### src/rtl/sacts_queue.sv
// Two-entry queue between the front end and the lookup/update back end.
// Standalone; no package dependencies.
`timescale 1ns / 1ps
module sacts_queue #(
	parameter int WIDTH = 32
) (
	input  logic             clk,
	input  logic             arst_n,
	input  logic             push_valid,
	output logic             push_ready,
	input  logic [WIDTH-1:0] push_data,
	output logic             pop_valid,
	input  logic             pop_ready,
	output logic [WIDTH-1:0] pop_data
);
	logic [WIDTH-1:0] slot_q [2];
	logic             wp_q;
	logic             rp_q;
	logic [1:0]       cnt_q;
	logic             push_fire;
	logic             pop_fire;

	assign push_ready = (cnt_q != 2'd2);
	assign pop_valid  = (cnt_q != 2'd0);
	assign pop_data   = slot_q[rp_q];
	assign push_fire  = push_valid && push_ready;
	assign pop_fire   = pop_valid && pop_ready;

	always_ff @(posedge clk) begin
		if (push_fire) begin
			slot_q[wp_q] <= push_data;
		end
	end

	always_ff @(posedge clk or negedge arst_n) begin
		if (!arst_n) begin
			wp_q  <= 1'b0;
			rp_q  <= 1'b0;
			cnt_q <= 2'd0;
		end else begin
			if (push_fire) begin
				wp_q <= ~wp_q;
			end
			if (pop_fire) begin
				rp_q <= ~rp_q;
			end
			cnt_q <= cnt_q + 2'(push_fire) - 2'(pop_fire);
		end
	end

endmodule

### config.mk
export PLATFORM = sky130hd
export DESIGN_NAME = sacts_queue
export DESIGN_NICKNAME = d
export VERILOG_FILES = /design/src/rtl/sacts_queue.sv
export SDC_FILE = /design/constraint.sdc
export NUM_CORES = 1
export LEC_CHECK = 0
export ABC_AREA = 1
export BUFFER_PORTS_ARGS = -buffer_cell sky130_fd_sc_hd__buf_2
export CORE_MARGIN = 3
export CORE_UTILIZATION = 31
export CTS_BUF_LIST = sky130_fd_sc_hd__clkbuf_2 sky130_fd_sc_hd__clkbuf_4 sky130_fd_sc_hd__clkbuf_8
export CTS_CLUSTER_DIAMETER = 50
export CTS_CLUSTER_SIZE = 28
export DETAILED_ROUTE_END_ITERATION = 16
export SYNTH_ARGS = -nofsm -noshare
export SYNTH_HDL_FRONTEND = slang
export SYNTH_SLANG_ARGS = --single-unit
### constraint.sdc
create_clock -name clk -period 5.2 [get_ports clk]
set_input_delay 1.04 -clock clk [delete_from_list [all_inputs] [get_ports clk]]
set_output_delay 1.04 -clock clk [all_outputs]
set_load 0.02 [all_outputs]
# [Yosys cells after proc, flatten, opt, wreduce, memory -nomap -nowiden]
# Memory sizes are Yosys's and may differ from the RTL's.
# Cells that the tools add are included.
[classes] n_addsub=2 n_mux=2 bitwise_logic=2 n_eq_ne=1 reduce_logical=3
[op_table] op="2-bit by 1-bit adder with 2-bit output" count=1
[op_table] op="1-bit logical AND" count=2
[op_table] op="1-bit two-way mux" count=2
[op_table] op="2-bit != test, second input constant" count=1
[op_table] op="1-bit inverter" count=2
[op_table] op="2-bit nonzero test" count=1
[op_table] op="2-bit by 1-bit subtractor with 2-bit output" count=1
[word_totals] ram_bits=64 register_bits=4 out_inout_bits=34 mem_count=1 elab_cells=14
[mem_list] name="slot_q" depth=2 word_bits=32 rd=1 rd_ports_with_merged_regs=0 wr=1 line="16" rtl="logic [WIDTH-1:0] slot_q [2];"

# [Longest topological paths before layout]
[logic_depth] depth_word=4 depth_mapped=10

# [Least setup slack after synthesis]
# No wires, ideal clock.
[synth_path] path_kind="input to register" startpoint="input push_valid" endpoint="memory slot_q[1][0], enable pin" path_slack_ns=2.291 stages=2 setup_ns=0.421 arrival_ns=2.488 cell_sequence="nand2_1 nor2_1"
[synth_via] elab_chain_len=3
[synth_rtl] element="from (decl)" line="9" rtl="input logic push_valid,"
[synth_rtl] element="1-bit logical AND" line="26" rtl="assign push_fire = push_valid && push_ready;"
[synth_rtl] element="1-bit two-way mux" line="30" rtl="if (push_fire) begin"
[synth_rtl] element="1-bit two-way mux (implied by the code)" line="31" rtl="slot_q[wp_q] <= push_data;"
[synth_rtl] element="to (decl)" line="16"
# No other way between the ends.

# [Worst setup path after layout]
[layout_path] startpoint="register rp_q" endpoint="output pop_data[30]"
[layout_via] elab_chain_len=1
[layout_rtl] element="from (decl)" line="18" rtl="logic rp_q;"
[layout_rtl] element="from (signal assigned)" line="45" rtl="rp_q <= ~rp_q;"
[layout_rtl] element="memory 2 x 32 bit"
[layout_rtl] element="to (decl)" line="14" rtl="output logic [WIDTH-1:0] pop_data"
# No other way between the ends.

==> run summary <==
Proportion of synthesized area in mux cells -> 0%
Power density over cell area -> 605.2 nW/um2
Buf/Inv on CP -> 3
Seq cells post-synth -> 68
Dpl cells -> 365
CTS tree -> built
Most common cell in the synthesized netlist -> nand2_1
CP startpoint kind -> flip-flop
Synth Cell Area -> 2613 um2
# rows -> 32
RSZ-0062 raised after global routing -> false
Die Ht -> 97.80 um
Status -> completed
Vias in the first global route -> 1577
Root buffer cell -> clkbuf_8
Final hold vios -> 0
Max-slew headroom -> 37.58%
First-pass GRT wire length -> 7762 um
Antenna violations before repair -> 0
Hold_buf cts -> 0
Die outline width -> 97.80 um
Synth area leader -> edfxtp_1
Worst stage delay on the critical path -> 0.36 ns
Post_cts resized -> 0
Initial Util -> 32.79%
Clock transition at path regs -> 0.07 ns
CP max FO -> 34
GPL Wtd Cong -> 0.7473
CP top delay family -> buffers and inverters
CP Depth -> 5
Largest family of logic cells by synthesized area -> simple AND/OR/NAND/NOR gates
Total clock sinks -> 68
Leading post-synthesis cells by cell area -> edfxtp_1 74%, nand2_1 14%, dfrtp_1 3.8%, nand2_2 2.4%, buf_6 1.3%
Worst-margin pin slew -> 0.9340 ns
Main flop type after synthesis -> edfxtp_1
Drt pass-1 iters -> 4
Share of cells above drive strength 1 -> 35.48%
Critical path class -> flip-flop to output port
Tcrit/Tclk final -> 49.72%
Post-route ant nets -> 0
CORE AREA -> 7968 um2
H-Tree Level Count -> 3
Post-synthesis sequential area ratio -> 77.39%
Final nets -> 312
Worst hold stages -> 2
Adder-Cell Fraction of Synth Area -> 0.9579%
Min-delay worst type -> flip-flop to flip-flop
Synth Area in Simple Gates -> 17.34%
Area growth syn-to-layout -> 25.57%
I/O pin total -> 70
Gr busiest metal -> met2
Critical Path End Type -> output port
Met3 Use GR -> 5.643%
Finished Layout Cells -> 381
Ys async rst share -> 5.882%
Pleak -> 1.446 nW
# diodes -> 0
Via density -> 4.144
CTS Buffer Depth -> 2
Hpwl dp -> 3070 um
Synth Area in XOR/XNOR -> 0%
Pin count of the biggest net entering global routing -> 35
Clock Skew -> 0.005351 ns
R2R depth -> 4
Finish-stage setup viols -> 0
Total Wirelength -> 4698 um
Vias -> 1579
Slowest-stage cell, CP -> dfrtp_1
Post CTS Setup Buffer Count -> 0
Clock Latency Late Sink -> 0.33 ns
Remaining DRCs -> 0
Pins Over Slew Limit -> 0
Synth Area in Compound Gates -> 0%
Setup TNS Final -> 0 ns
GR Util met2 -> 18.40%
Yosys Warn Count -> 0
Number of CTS-inserted buffers -> 9
Syn Inst Count -> 199
Total power -> 1.985 mW
Crit path cell chain -> buf_4 -> inv_8 -> nand2_1 -> nand2_1 -> buf_2
Drt initial violations -> 143
F_max -> 386.8 MHz
Tmin final -> 2.586 ns
Post-synth top cells -> 99 x nand2_1, 64 x edfxtp_1, 10 x nand2_2
Die area -> 9565 um2
All-Layer GR Usage -> 10.78%
Routing usage on met1 -> 11.47%
PortBufs -> 69
Yosys cell types -> 12
Wire per inst -> 12.33 um
Overflow left after global routing -> 0
WP data arrival -> 1.55 ns
VDD IR max -> 0.3090 mV
Worst EP required -> 4.16 ns
Crit path top cell by count -> nand2_1
Syn nets -> 237
Yosys top cell area share -> 73.56%
Max Cap Viol -> 0
Post-synth EDFFs -> 64
Syn Area/Cell -> 13.13 um2
worst reg2reg max path: cells and delay by family, from the launching register on:
kind | cells | cell delay, ns
buffers and inverters | 2 | 0.84
AND/OR/NAND/NOR | 2 | 0.22
flip-flops | 1 | 0.40
final timing paths:
check	from	to	slack [ns]
max	rp_q	pop_data[30]	2.61
min	wp_q	wp_q	0.49
max reg2reg	cnt_q[1]	slot_q[0][11]	3.43
min reg2reg	wp_q	wp_q	0.49
max in group asynchronous	arst_n	rp_q	4.57
min in group asynchronous	arst_n	wp_q	0.51
metrics by stage:
step / utilization [%] / setup WS, ns / hold slack (ns) / cell area (um2)
after CTS: 41.17 / 2.563 / 0.4879 / 3281
after global routing: 41.17 / 2.491 / 0.4861 / 3281
after detailed placement: 38.11 / 2.748 / 0.4754 / 3037
after floorplan: - / 2.291 / 0.4419 / 2613
final: 41.17 / 2.614 / 0.4888 / 3281
after global placement: 38.11 / 2.776 / 0.4576 / 3037
state kept, by name, indices dropped and copies added (netlist names):
name	flops
slot_q	64
cnt_q	2
rp_q	1
wp_q	1
layout make-up:
cell class / instances / area, um2
clock inverters: 6 / 112.6
repair buffers: 71 / 360.3
well taps: 102 / 127.6
inverters: 9 / 41.29
fillers: 754 / 4687
clock buffers: 10 / 131.4
multi-input cells: 115 / 485.5
flip-flops and latches: 68 / 2022
routing by layer:
metal	part of all wire, %	routed length [um]
met5	0	0
met4	1.3	63
met3	7.7	361
met2	51	2398
met1	40	1875
logic make-up after synthesis:
group / after synthesis
DFF: 68
and+or+nand+nor: 113
buffers and inverters: 16
adders and majority gates: 2
where the power goes:
part / total (mW) / leakage [nW] / switching [mW] / internal (mW)
sequential: 0.781 / 0.643 / 0.0316 / 0.750
clock: 0.509 / 0.124 / 0.185 / 0.325
combinational: 0.695 / 0.679 / 0.500 / 0.195
cell usage in the layout, fill, tap and decap left out:
cell type and count:
buf_4 2, clkbuf_4 1, inv_8 1, buf_2 69, nand3_1 3, dfrtp_1 4, bufinv_16 3, clkbuf_8 9
clkinv_4 2, edfxtp_1 64, nand2_2 10, clkinv_2 1, nand2_1 99, nor2_4 1, inv_1 8, ha_1 2
(Power assumes the default switching activity.)
