## src/rtl/sacts_pkg.sv

```systemverilog
// Shared definitions for the set-associative cache tag store.
// Holds the configuration register layout, register indexes, reset values and defaults.
`timescale 1ns / 1ps
package sacts_pkg;

	localparam int DEF_MAX_SETS      = 64;
	localparam int DEF_MAX_WAYS      = 8;
	localparam int DEF_ADDRESS_WIDTH = 32;

	localparam int CFG_IDX_W  = 2;
	localparam int CFG_DATA_W = 4;
	localparam int SB_W       = 3;
	localparam int OB_W       = 4;
	localparam int WIU_W      = 4;
	localparam int WAY_OUT_W  = 3;

	localparam logic [CFG_IDX_W-1:0] REG_SET_BITS    = 2'd0;
	localparam logic [CFG_IDX_W-1:0] REG_OFFSET_BITS = 2'd1;
	localparam logic [CFG_IDX_W-1:0] REG_WAYS_IN_USE = 2'd2;
	localparam logic [CFG_IDX_W-1:0] REG_POLICY_MODE = 2'd3;

	localparam logic [SB_W-1:0]  RST_SET_BITS    = 3'd2;
	localparam logic [OB_W-1:0]  RST_OFFSET_BITS = 4'd3;
	localparam logic [WIU_W-1:0] RST_WAYS_IN_USE = 4'd2;

	localparam logic POLICY_FIFO = 1'b0;
	localparam logic POLICY_LRU  = 1'b1;

	localparam logic [OB_W-1:0] OB_MAX = 4'd8;

	typedef struct packed {
		logic [SB_W-1:0]  set_bits;
		logic [OB_W-1:0]  offset_bits;
		logic [WIU_W-1:0] ways_in_use;
		logic             policy_mode;
	} cfg_t;

endpackage

```

## src/rtl/sacts_front.sv

```systemverilog
// Front end: takes address beats and splits them into set index and tag.
// Uses sacts_pkg for the configuration layout; feeds sacts_queue.
`timescale 1ns / 1ps
module sacts_front #(
	parameter int ADDRESS_WIDTH = 32,
	parameter int MAX_SETS      = 64
) (
	input  logic                                         in_valid,
	output logic                                         in_ready,
	input  logic [ADDRESS_WIDTH-1:0]                     access_address,
	input  sacts_pkg::cfg_t                              cfg,
	output logic                                         push_valid,
	input  logic                                         push_ready,
	output logic [$clog2(MAX_SETS+1)-2:0]                push_set,
	output logic [ADDRESS_WIDTH-3:0]                     push_tag
);
	import sacts_pkg::*;

	localparam int SET_W = $clog2(MAX_SETS + 1) - 1;
	localparam int TAG_W = ADDRESS_WIDTH - 2;
	localparam int SH_W  = OB_W + 1;
	localparam logic [SB_W-1:0] SB_LIM = SB_W'((SET_W > 7) ? 7 : SET_W);

	logic [SB_W-1:0]          sb;
	logic [OB_W-1:0]          ob;
	logic [SH_W-1:0]          tag_sh;
	logic [SET_W-1:0]         set_mask;
	logic [ADDRESS_WIDTH-1:0] off_sh;
	logic [ADDRESS_WIDTH-1:0] tag_full;

	always_comb begin
		sb = cfg.set_bits;
		if (sb == '0) begin
			sb = SB_W'(1);
		end
		if (sb > SB_LIM) begin
			sb = SB_LIM;
		end
		ob = cfg.offset_bits;
		if (ob == '0) begin
			ob = OB_W'(1);
		end
		if (ob > OB_MAX) begin
			ob = OB_MAX;
		end
		off_sh   = access_address >> ob;
		set_mask = ~({SET_W{1'b1}} << sb);
		tag_sh   = SH_W'(ob) + SH_W'(sb);
		tag_full = access_address >> tag_sh;
	end

	assign push_set   = off_sh[SET_W-1:0] & set_mask;
	assign push_tag   = tag_full[TAG_W-1:0];
	assign push_valid = in_valid;
	assign in_ready   = push_ready;

endmodule

```

## config.mk

```make
export PLATFORM = sky130hd
export DESIGN_NAME = sacts_front
export DESIGN_NICKNAME = d
export VERILOG_FILES = /design/src/rtl/sacts_pkg.sv /design/src/rtl/sacts_front.sv
export SDC_FILE = /design/constraint.sdc
export NUM_CORES = 1
export LEC_CHECK = 0
export BUFFER_PORTS_ARGS = -buffer_cell sky130_fd_sc_hd__buf_2
export CAP_MARGIN = 20
export CORE_MARGIN = 5
export CORE_UTILIZATION = 54
export DETAILED_ROUTE_END_ITERATION = 6
export GPL_TIMING_DRIVEN = 0
export PLACE_DENSITY = 0.85
export SLEW_MARGIN = 20
export SYNTH_ARGS = -nofsm -noshare
export SYNTH_HDL_FRONTEND = slang
export SYNTH_SLANG_ARGS = --single-unit
```

## constraint.sdc

```tcl
create_clock -name vclk -period 4.4
set_clock_uncertainty 0.15 [all_clocks]
set_input_delay 0.66 -clock vclk [all_inputs]
set_output_delay 0.66 -clock vclk [all_outputs]
set_load 0.01 [all_outputs]
```

# Word-level counts from Yosys, hierarchy flattened

Index checks and enable logic that the tools add are counted.

Flip-flop bits (word level): 0
Output and inout port bits: 38
Word-level logic and storage cells: 14

$add $sub $neg: 1
$lt $le $gt $ge: 2
Shifts and indexed selects: 3
Multiplexer cells: 4
Bitwise operators: 2
Reduce and logical (&&, ||, !) cells: 2

Operators by type and width:

| kind                                                  | number |
|---|---|
| >> shifter 32 x 4 -> 6 bit                            | 1 |
| >> shifter 32 x 5 -> 30 bit                           | 1 |
| 2-to-1 mux 4 bit                                      | 2 |
| bitwise AND 6 bit                                     | 1 |
| 2-to-1 mux 3 bit                                      | 2 |
| NOT 6 bit                                             | 1 |
| left shift 6 x 3 -> 6 bit (first input constant)      | 1 |
| adder 4 x 3 -> 5 bit                                  | 1 |
| greater-than comparator 4 bit (second input constant) | 1 |
| zero test 4 bit                                       | 1 |
| greater-than comparator 3 bit (second input constant) | 1 |
| zero test 3 bit                                       | 1 |

# Depth between registers and ports, before layout

Gate-level depths: netlist (run 1).

Depth after elaboration: 7
Mapped depth: 13

# Worst setup path before layout (run 1)

OpenSTA, ideal clock, no wires.

Kind: input to output
Start: input cfg[8] (netlist name)
End: output push_tag[16]
Arrival: 3.133 ns
Required time: 3.590 ns
Slack: 0.457 ns
Stages on the path: 12
Buffers on the path: 4
Cell sequence: buf_2 -> clkinv_2 -> o21a_1 -> buf_6 -> ha_1 -> fa_1 -> buf_2 -> buf_4 -> mux2_2 -> o21ai_2 -> nor2_1 -> a211oi_1

Longest elaborated chain between the ends: 6

Ends and longest elaborated chain:

| element                         | line              | RTL |
|---|---|---|
| start: declaration              | sacts_front.sv:11 | `input sacts_pkg::cfg_t cfg,` |
| zero test 4 bit                 | sacts_front.sv:40 | `if (ob == '0) begin` |
| 2-to-1 mux 4 bit (*)            | sacts_front.sv:40 |  |
| greater-than comparator 4 bit   | sacts_front.sv:43 | `if (ob > OB_MAX) begin` |
| 2-to-1 mux 4 bit (*)            | sacts_front.sv:43 |  |
| adder 4 x 3 -> 5 bit (*)        | sacts_front.sv:48 | `tag_sh = SH_W'(ob) + SH_W'(sb);` |
| >> shifter 32 x 5 -> 30 bit (*) | sacts_front.sv:49 | `tag_full = access_address >> tag_sh;` |
| end: declaration                | sacts_front.sv:15 | `output logic [ADDRESS_WIDTH-3:0] push_tag` |

Mark *: on every way between the ends. The rest lies on a longest branch, timed or not.

# Final worst setup path (run 1)

Start: input cfg[11] (netlist name)
End: output push_tag[10]

Longest elaborated chain between the ends: 6

Ends and longest elaborated chain:

| element                         | line              | RTL |
|---|---|---|
| zero test 3 bit                 | sacts_front.sv:33 | `if (sb == '0) begin` |
| 2-to-1 mux 3 bit (*)            | sacts_front.sv:33 |  |
| greater-than comparator 3 bit   | sacts_front.sv:36 | `if (sb > SB_LIM) begin` |
| 2-to-1 mux 3 bit (*)            | sacts_front.sv:36 |  |
| adder 4 x 3 -> 5 bit (*)        | sacts_front.sv:48 |  |
| >> shifter 32 x 5 -> 30 bit (*) | sacts_front.sv:49 |  |

Marked as above.

==> metrics.yaml, run 1 <==
run_status: "finished clean"
synthCells: 288
hold_viol: 0
worstSetupPathType: "input pin to output pin"
synth_top_area_share_pct: 24.00
fp.dieH_um: 78.50
maxSlewViolCount: 0
use_met1_pct: 39.76
vias: 2921
antenna_found_initial: 0
synthTopCellsByArea: "mux4_2, mux2i_1, nand2_1"
vias_per_cell: 6.971
seqCellArea_sq_um: 0
drc: 0
p_leak_uw: 0.001382
start_util_pct: 54.73
placedCellCount: 416
ys_types: 57
met3_usage_pct: 2.867
finalSetupViolations: 0
seq_area_frac_synth_pct: 0
crit_required_ns: 3.59
worstPathArrival_ns: 3.50
power_density_nw_per_um2: 257.9
yosys.area.top_type: "mux4_2"
worstMarginPinSlew_ns: 0.5378
drtIter0Drc: 353
nets: 417
coreArea_sq_um: 4629
area_delta_synth_final_pct: 20.79
fin_cells: 419
dieWidth_um: 78.50
min_period_ns: 4.312
place_congestion: 0.9637
detail-route-antenna-nets: 0
syn_area_per_cell_sq_um: 8.798
crit_start: "cfg[11]"
nClkBuffers: 0
rows: 25
grt_pass1_vias: 2651
grt_overflow: 0
design.seq.count: 0
met2_usage_pct: 45.42
yosysWarningCount: 0
end_kind: "output pin"
io_pins: 84
cap_violations: 0
dr.pass1.iters: 5
critPathMaxFanout: 10
drive_gt1_share_pct: 46.58
finalCritPeriodShare_pct: 98.01
cts_hold_buf: 0
p_total_uw: 789.4
dieArea_sq_um: 6162
grt-busiest-layer: "met2"
crit_path_start_kind: "input pin"
grt_pass1_wl_um: 14010
post_drt_wl_per_cell_um: 21.19
wirelength_um: 8877
syn_area_sq_um: 2534
place_hpwl_um: 6854
ir_drop_mv: 0.1108
hp-class: "input pin to output pin"
num_antenna_cells: 0
endpoint: "push_tag[10]"
track_usage_pct: 27.81
grt_max_degree: 11
synth.net_count: 338
relSlewSlack_pct: 64.02
portBuffers: 74
clock.fmax_ghz: 0.2319
[cells in the mapped netlist, types with 3 or more instances]
| cell type | count |
|---|---|
| a211oi_1 | 6 |
| a21boi_0 | 3 |
| a21o_1 | 4 |
| a21oi_1 | 14 |
| a22oi_1 | 3 |
| a311oi_1 | 3 |
| a31oi_1 | 5 |
| and3_1 | 7 |
| buf_2 | 16 |
| buf_4 | 7 |
| buf_6 | 5 |
| clkbuf_1 | 3 |
| ha_1 | 3 |
| inv_1 | 4 |
| mux2_2 | 7 |
| mux2i_1 | 34 |
| mux4_1 | 4 |
| mux4_2 | 27 |
| nand2_1 | 44 |
| nand3_1 | 11 |
| nor2_1 | 17 |
| o211ai_1 | 3 |
| o21ai_0 | 4 |
| o21ai_1 | 7 |
| o21ai_2 | 3 |
| o221ai_1 | 3 |
| o22ai_1 | 3 |
[cell usage in the layout, fill, tap and decap left out, drive strengths merged, types with 5 or more instances in the layout]
cell	synthesis	layout
clkbuf	3	6
nand3	11	11
a31oi	5	5
mux4	31	31
mux2	7	7
a211oi	7	7
a21oi	15	15
buf	30	104
and3	7	7
mux2i	36	36
nand2	45	45
o21ai	14	14
nor2	18	18
[routing by layer]
layer	routed length, um	vias to the layer above
met5	0	-
met1	3590	1368
li1	-	1287
met4	197	0
met3	923	30
met2	4165	236
[area by class of cell]
cell class / count / area, sq um
tap: 54 / 67.56
buffer: 33 / 260.3
inverter: 5 / 23.77
timing repair buffer: 77 / 392.9
multi-input combinational: 250 / 2316
fill: 418 / 1569
[where the power goes]
group          internal, uW  leakage (uW)  switching [uW]  total (uW)
combinational           354       0.00138             436         789
sequential                0             0               0           0
clock                     0             0               0           0
[how the worst min path moves through the flow]
stage	startpoint	slack (ns)	endpoint	depth (start not counted)
6_report	push_ready	1.35	in_ready	2
3_5_place_dp	push_ready	1.36	in_ready	2
5_1_grt	in_valid	1.36	push_valid	2
3_3_place_gp	push_ready	1.36	in_ready	2
4_1_cts	push_ready	1.36	in_ready	2
2_1_floorplan	push_ready	1.26	in_ready	1
[what timing repair did]
action	in CTS	in global routing
buffers inserted	0	3
endpoints found under the setup margin	7	15
pin swaps	0	2
gates resized for setup	5	14
[cells by family (layout without fill, tap and decap cells)]
family                   Yosys count  count (layout)  synth area share [%]
AO/OA/AOI/OAI                     75              75                 22.03
XOR/XNOR                           2               2                 1.729
adder cells (fa/ha/maj)            5               5                 2.667
buffers and inverters             38             115                 10.27
multiplexers                      74              74                 45.78
AND/OR/NAND/NOR                   94              94                 17.53
[worst max-delay path, cell delays in order]
cell and delay [ns]:
buf_2 0.15, inv_1 0.09, maj3_1 0.36, ha_1 0.24, fa_1 0.49, buf_4 0.19, buf_6 0.17, mux4_2 0.37
mux2_2 0.33, o21ai_1 0.20, o22ai_1 0.10, buf_2 0.15
[stage by stage]
step                      util [%]    TNS, ns  hold slack (ns)  area (sq um)  setup slack [ns]
after global routing         66.11  -0.003510            1.362          3060         -0.003510
after floorplan                  -          0            1.262          2534            0.4566
after global placement       64.19    -0.4429            1.357          2972           -0.1283
final                        66.11          0            1.355          3060           0.08759
after detailed placement     64.19    -0.6618            1.356          2972           -0.1556
after CTS                    64.41          0            1.356          2982           0.03782
No activity file was read; power rests on OpenSTA's default activity.
==> inputs of run 2 (changes only) <==
--- a/config.mk
+++ b/config.mk
@@ -11,7 +11,7 @@
 export CORE_UTILIZATION = 54
 export DETAILED_ROUTE_END_ITERATION = 6
 export GPL_TIMING_DRIVEN = 0
-export PLACE_DENSITY = 0.85
+export PLACE_DENSITY = 0.93
 export SLEW_MARGIN = 20
 export SYNTH_ARGS = -nofsm -noshare
 export SYNTH_HDL_FRONTEND = slang
==> run 2 against run 1 <==
Setup slack worse by 0.035 ns. Non-clock buffer count down 2. Die area unchanged. Combinational power down 2.8%. Core utilization down 0.68 points. Largest cell class unchanged. Via count down 1.1%. Routed wire length down 3.1%. Worst hold slack worse by 0.0011 ns.
==> metrics.yaml, run 2 (same netlist as run 1, synthesis figures left out) <==
power_density_nw_per_um2: 253.2  # -1.8%
seqCellArea_sq_um: 0  # unchanged
grt_overflow: 0  # unchanged
nets: 415  # -0.48%
num_antenna_cells: 0  # unchanged
placedCellCount: 416  # unchanged
min_period_ns: 4.347  # +0.03484 ns
design.seq.count: 0  # unchanged
vias: 2890  # -1.1%
start_util_pct: 54.73  # unchanged
hold_viol: 0  # unchanged
crit_path_start_kind: "input pin"
end_kind: "output pin"
clock.fmax_ghz: 0.2300  # -0.80%
track_usage_pct: 26.01  # -1.8 points
crit_path_cell_trace: "buf_2 -> inv_1 -> maj3_1 -> ha_1 -> fa_1 -> buf_4 -> buf_6 -> mux4_2 -> nand2_1 -> a22oi_2 -> a311oi_1 -> a221oi_1 -> buf_2"
nClkBuffers: 0  # unchanged
area_delta_synth_final_pct: 19.56
min_delay_path_depth: 2  # unchanged
hp-class: "input pin to output pin"
place_area_sq_um: 2972  # unchanged
vias_per_cell: 6.930  # -0.59%
worstSetupPathType: "input pin to output pin"
grt_pass1_wl_um: 13180  # -5.9%
critPathMaxFanout: 10  # unchanged
fp.dieH_um: 78.50  # unchanged
detail-route-antenna-nets: 0  # unchanged
pre_cts_slack_ns: -0.09637  # +0.05924 ns
relSlewSlack_pct: 66.22  # +2.2 points
worstPathArrival_ns: 3.54  # +0.04 ns
grt-busiest-layer: "met2"
fin_cells: 417  # -0.48%
grt_max_degree: 11  # unchanged
dieArea_sq_um: 6162  # unchanged
drtIter0Drc: 423  # +20%
portBuffers: 74  # unchanged
finalSetupViolations: 0  # unchanged
post-route-util_pct: 65.43  # -0.68 points
post_drt_wl_per_cell_um: 20.64  # -2.6%
dieWidth_um: 78.50  # unchanged
p_leak_uw: 0.001380  # -0.16%
coreArea_sq_um: 4629  # unchanged
met3_usage_pct: 4.128  # +1.3 points
finalCritPeriodShare_pct: 98.80  # +0.79 points
ir_drop_mv: 0.1355  # +22%
cap_violations: 0  # unchanged
place_congestion: 0.9627  # -0.10%
place_hpwl_um: 6748  # -1.5%
io_pins: 84  # unchanged
grt_pass1_vias: 2630  # -0.79%
rows: 25  # unchanged
antenna_found_initial: 0  # unchanged
worstMarginPinSlew_ns: 0.5049  # -0.03291 ns
use_met1_pct: 36.12  # -3.6 points
wirelength_um: 8605  # -3.1%
worst_slack_ns: 0.05275  # -0.03484 ns
layout_common_cells: "buf_2, nand2_1, mux2i_1"
final_area_sq_um: 3029  # -1.0%
cpMostUsedCell: "buf_2"
hold_slack_ns: 1.353  # -0.001110 ns
dr.pass1.iters: 6  # +1
layout_commonest_cell: "buf_2"
run_status: "finished clean"
min_from: "push_ready"
crit_path_max_incr_delay_ns: 0.51  # +0.02 ns
maxSlewViolCount: 0  # unchanged
crit_required_ns: 3.59  # about the same
min_to: "in_ready"
cp_slowest_cell: "fa_1"
drc: 0  # unchanged
met2_usage_pct: 42.78  # -2.6 points
drive_gt1_share_pct: 45.45  # -1.1 points
==> run 2: metal layers <==
| metal | part of all wire [%] | up-vias |
|---|---|---|
| met5 | 0 | - |
| met4 | 2.2 | 0 |
| met3 | 11 | 27 |
| met2 | 47 | 224 |
| met1 | 40 | 1358 |
| li1 | - | 1281 |
==> run 2: how the worst max path moves through the flow <==
stage             from      endpoint
6_report       cfg[11]   push_tag[6]
5_1_grt        cfg[11]   push_tag[1]
4_1_cts         cfg[8]   push_tag[6]
3_5_place_dp    cfg[8]   push_tag[3]
3_3_place_gp    cfg[8]   push_tag[3]
2_1_floorplan   cfg[8]  push_tag[16]
==> run 2: critical path: cells and delay by family <==
family	cells	cell delay (ns)
fa+ha+maj	3	1.11
simple gates	1	0.11
mux	1	0.36
compound gates	3	0.49
buf+inv	5	0.78
==> run 2: final cells by class <==
cell class,instances,area (sq um)
repair buffers,75,377.9
multi-input cells,250,2308
fillers,395,1600
well taps,54,67.56
plain buffers,33,254.0
inverters,5,21.27
==> run 2: where the power goes <==
| part | total (uW) | switching, uW | leakage [uW] | internal (uW) |
|---|---|---|---|---|
| Sequential | 0 | 0 | 0 | 0 |
| Clock | 0 | 0 | 0 | 0 |
| Combinational | 767 | 426 | 0.00138 | 342 |
| Total | 767 | 426 | 0.00138 | 342 |
==> run 2: timing repair <==
action                     CTS  global route
hold buffers                 0             0
resized for setup            3            10
setup buffers                0             1
pin swaps                    0             1
setup endpoints to repair    7            19
==> run 2: per-stage QoR <==
stage / TNS [ns] / total power (uW)
2_1_floorplan: 0 / 514.1
3_3_place_gp: -0.2963 / 719.3
3_5_place_dp: -0.3444 / 726.3
4_1_cts: 0 / 731.4
5_1_grt: -0.03124 / 815.6
6_report: 0 / 767.1
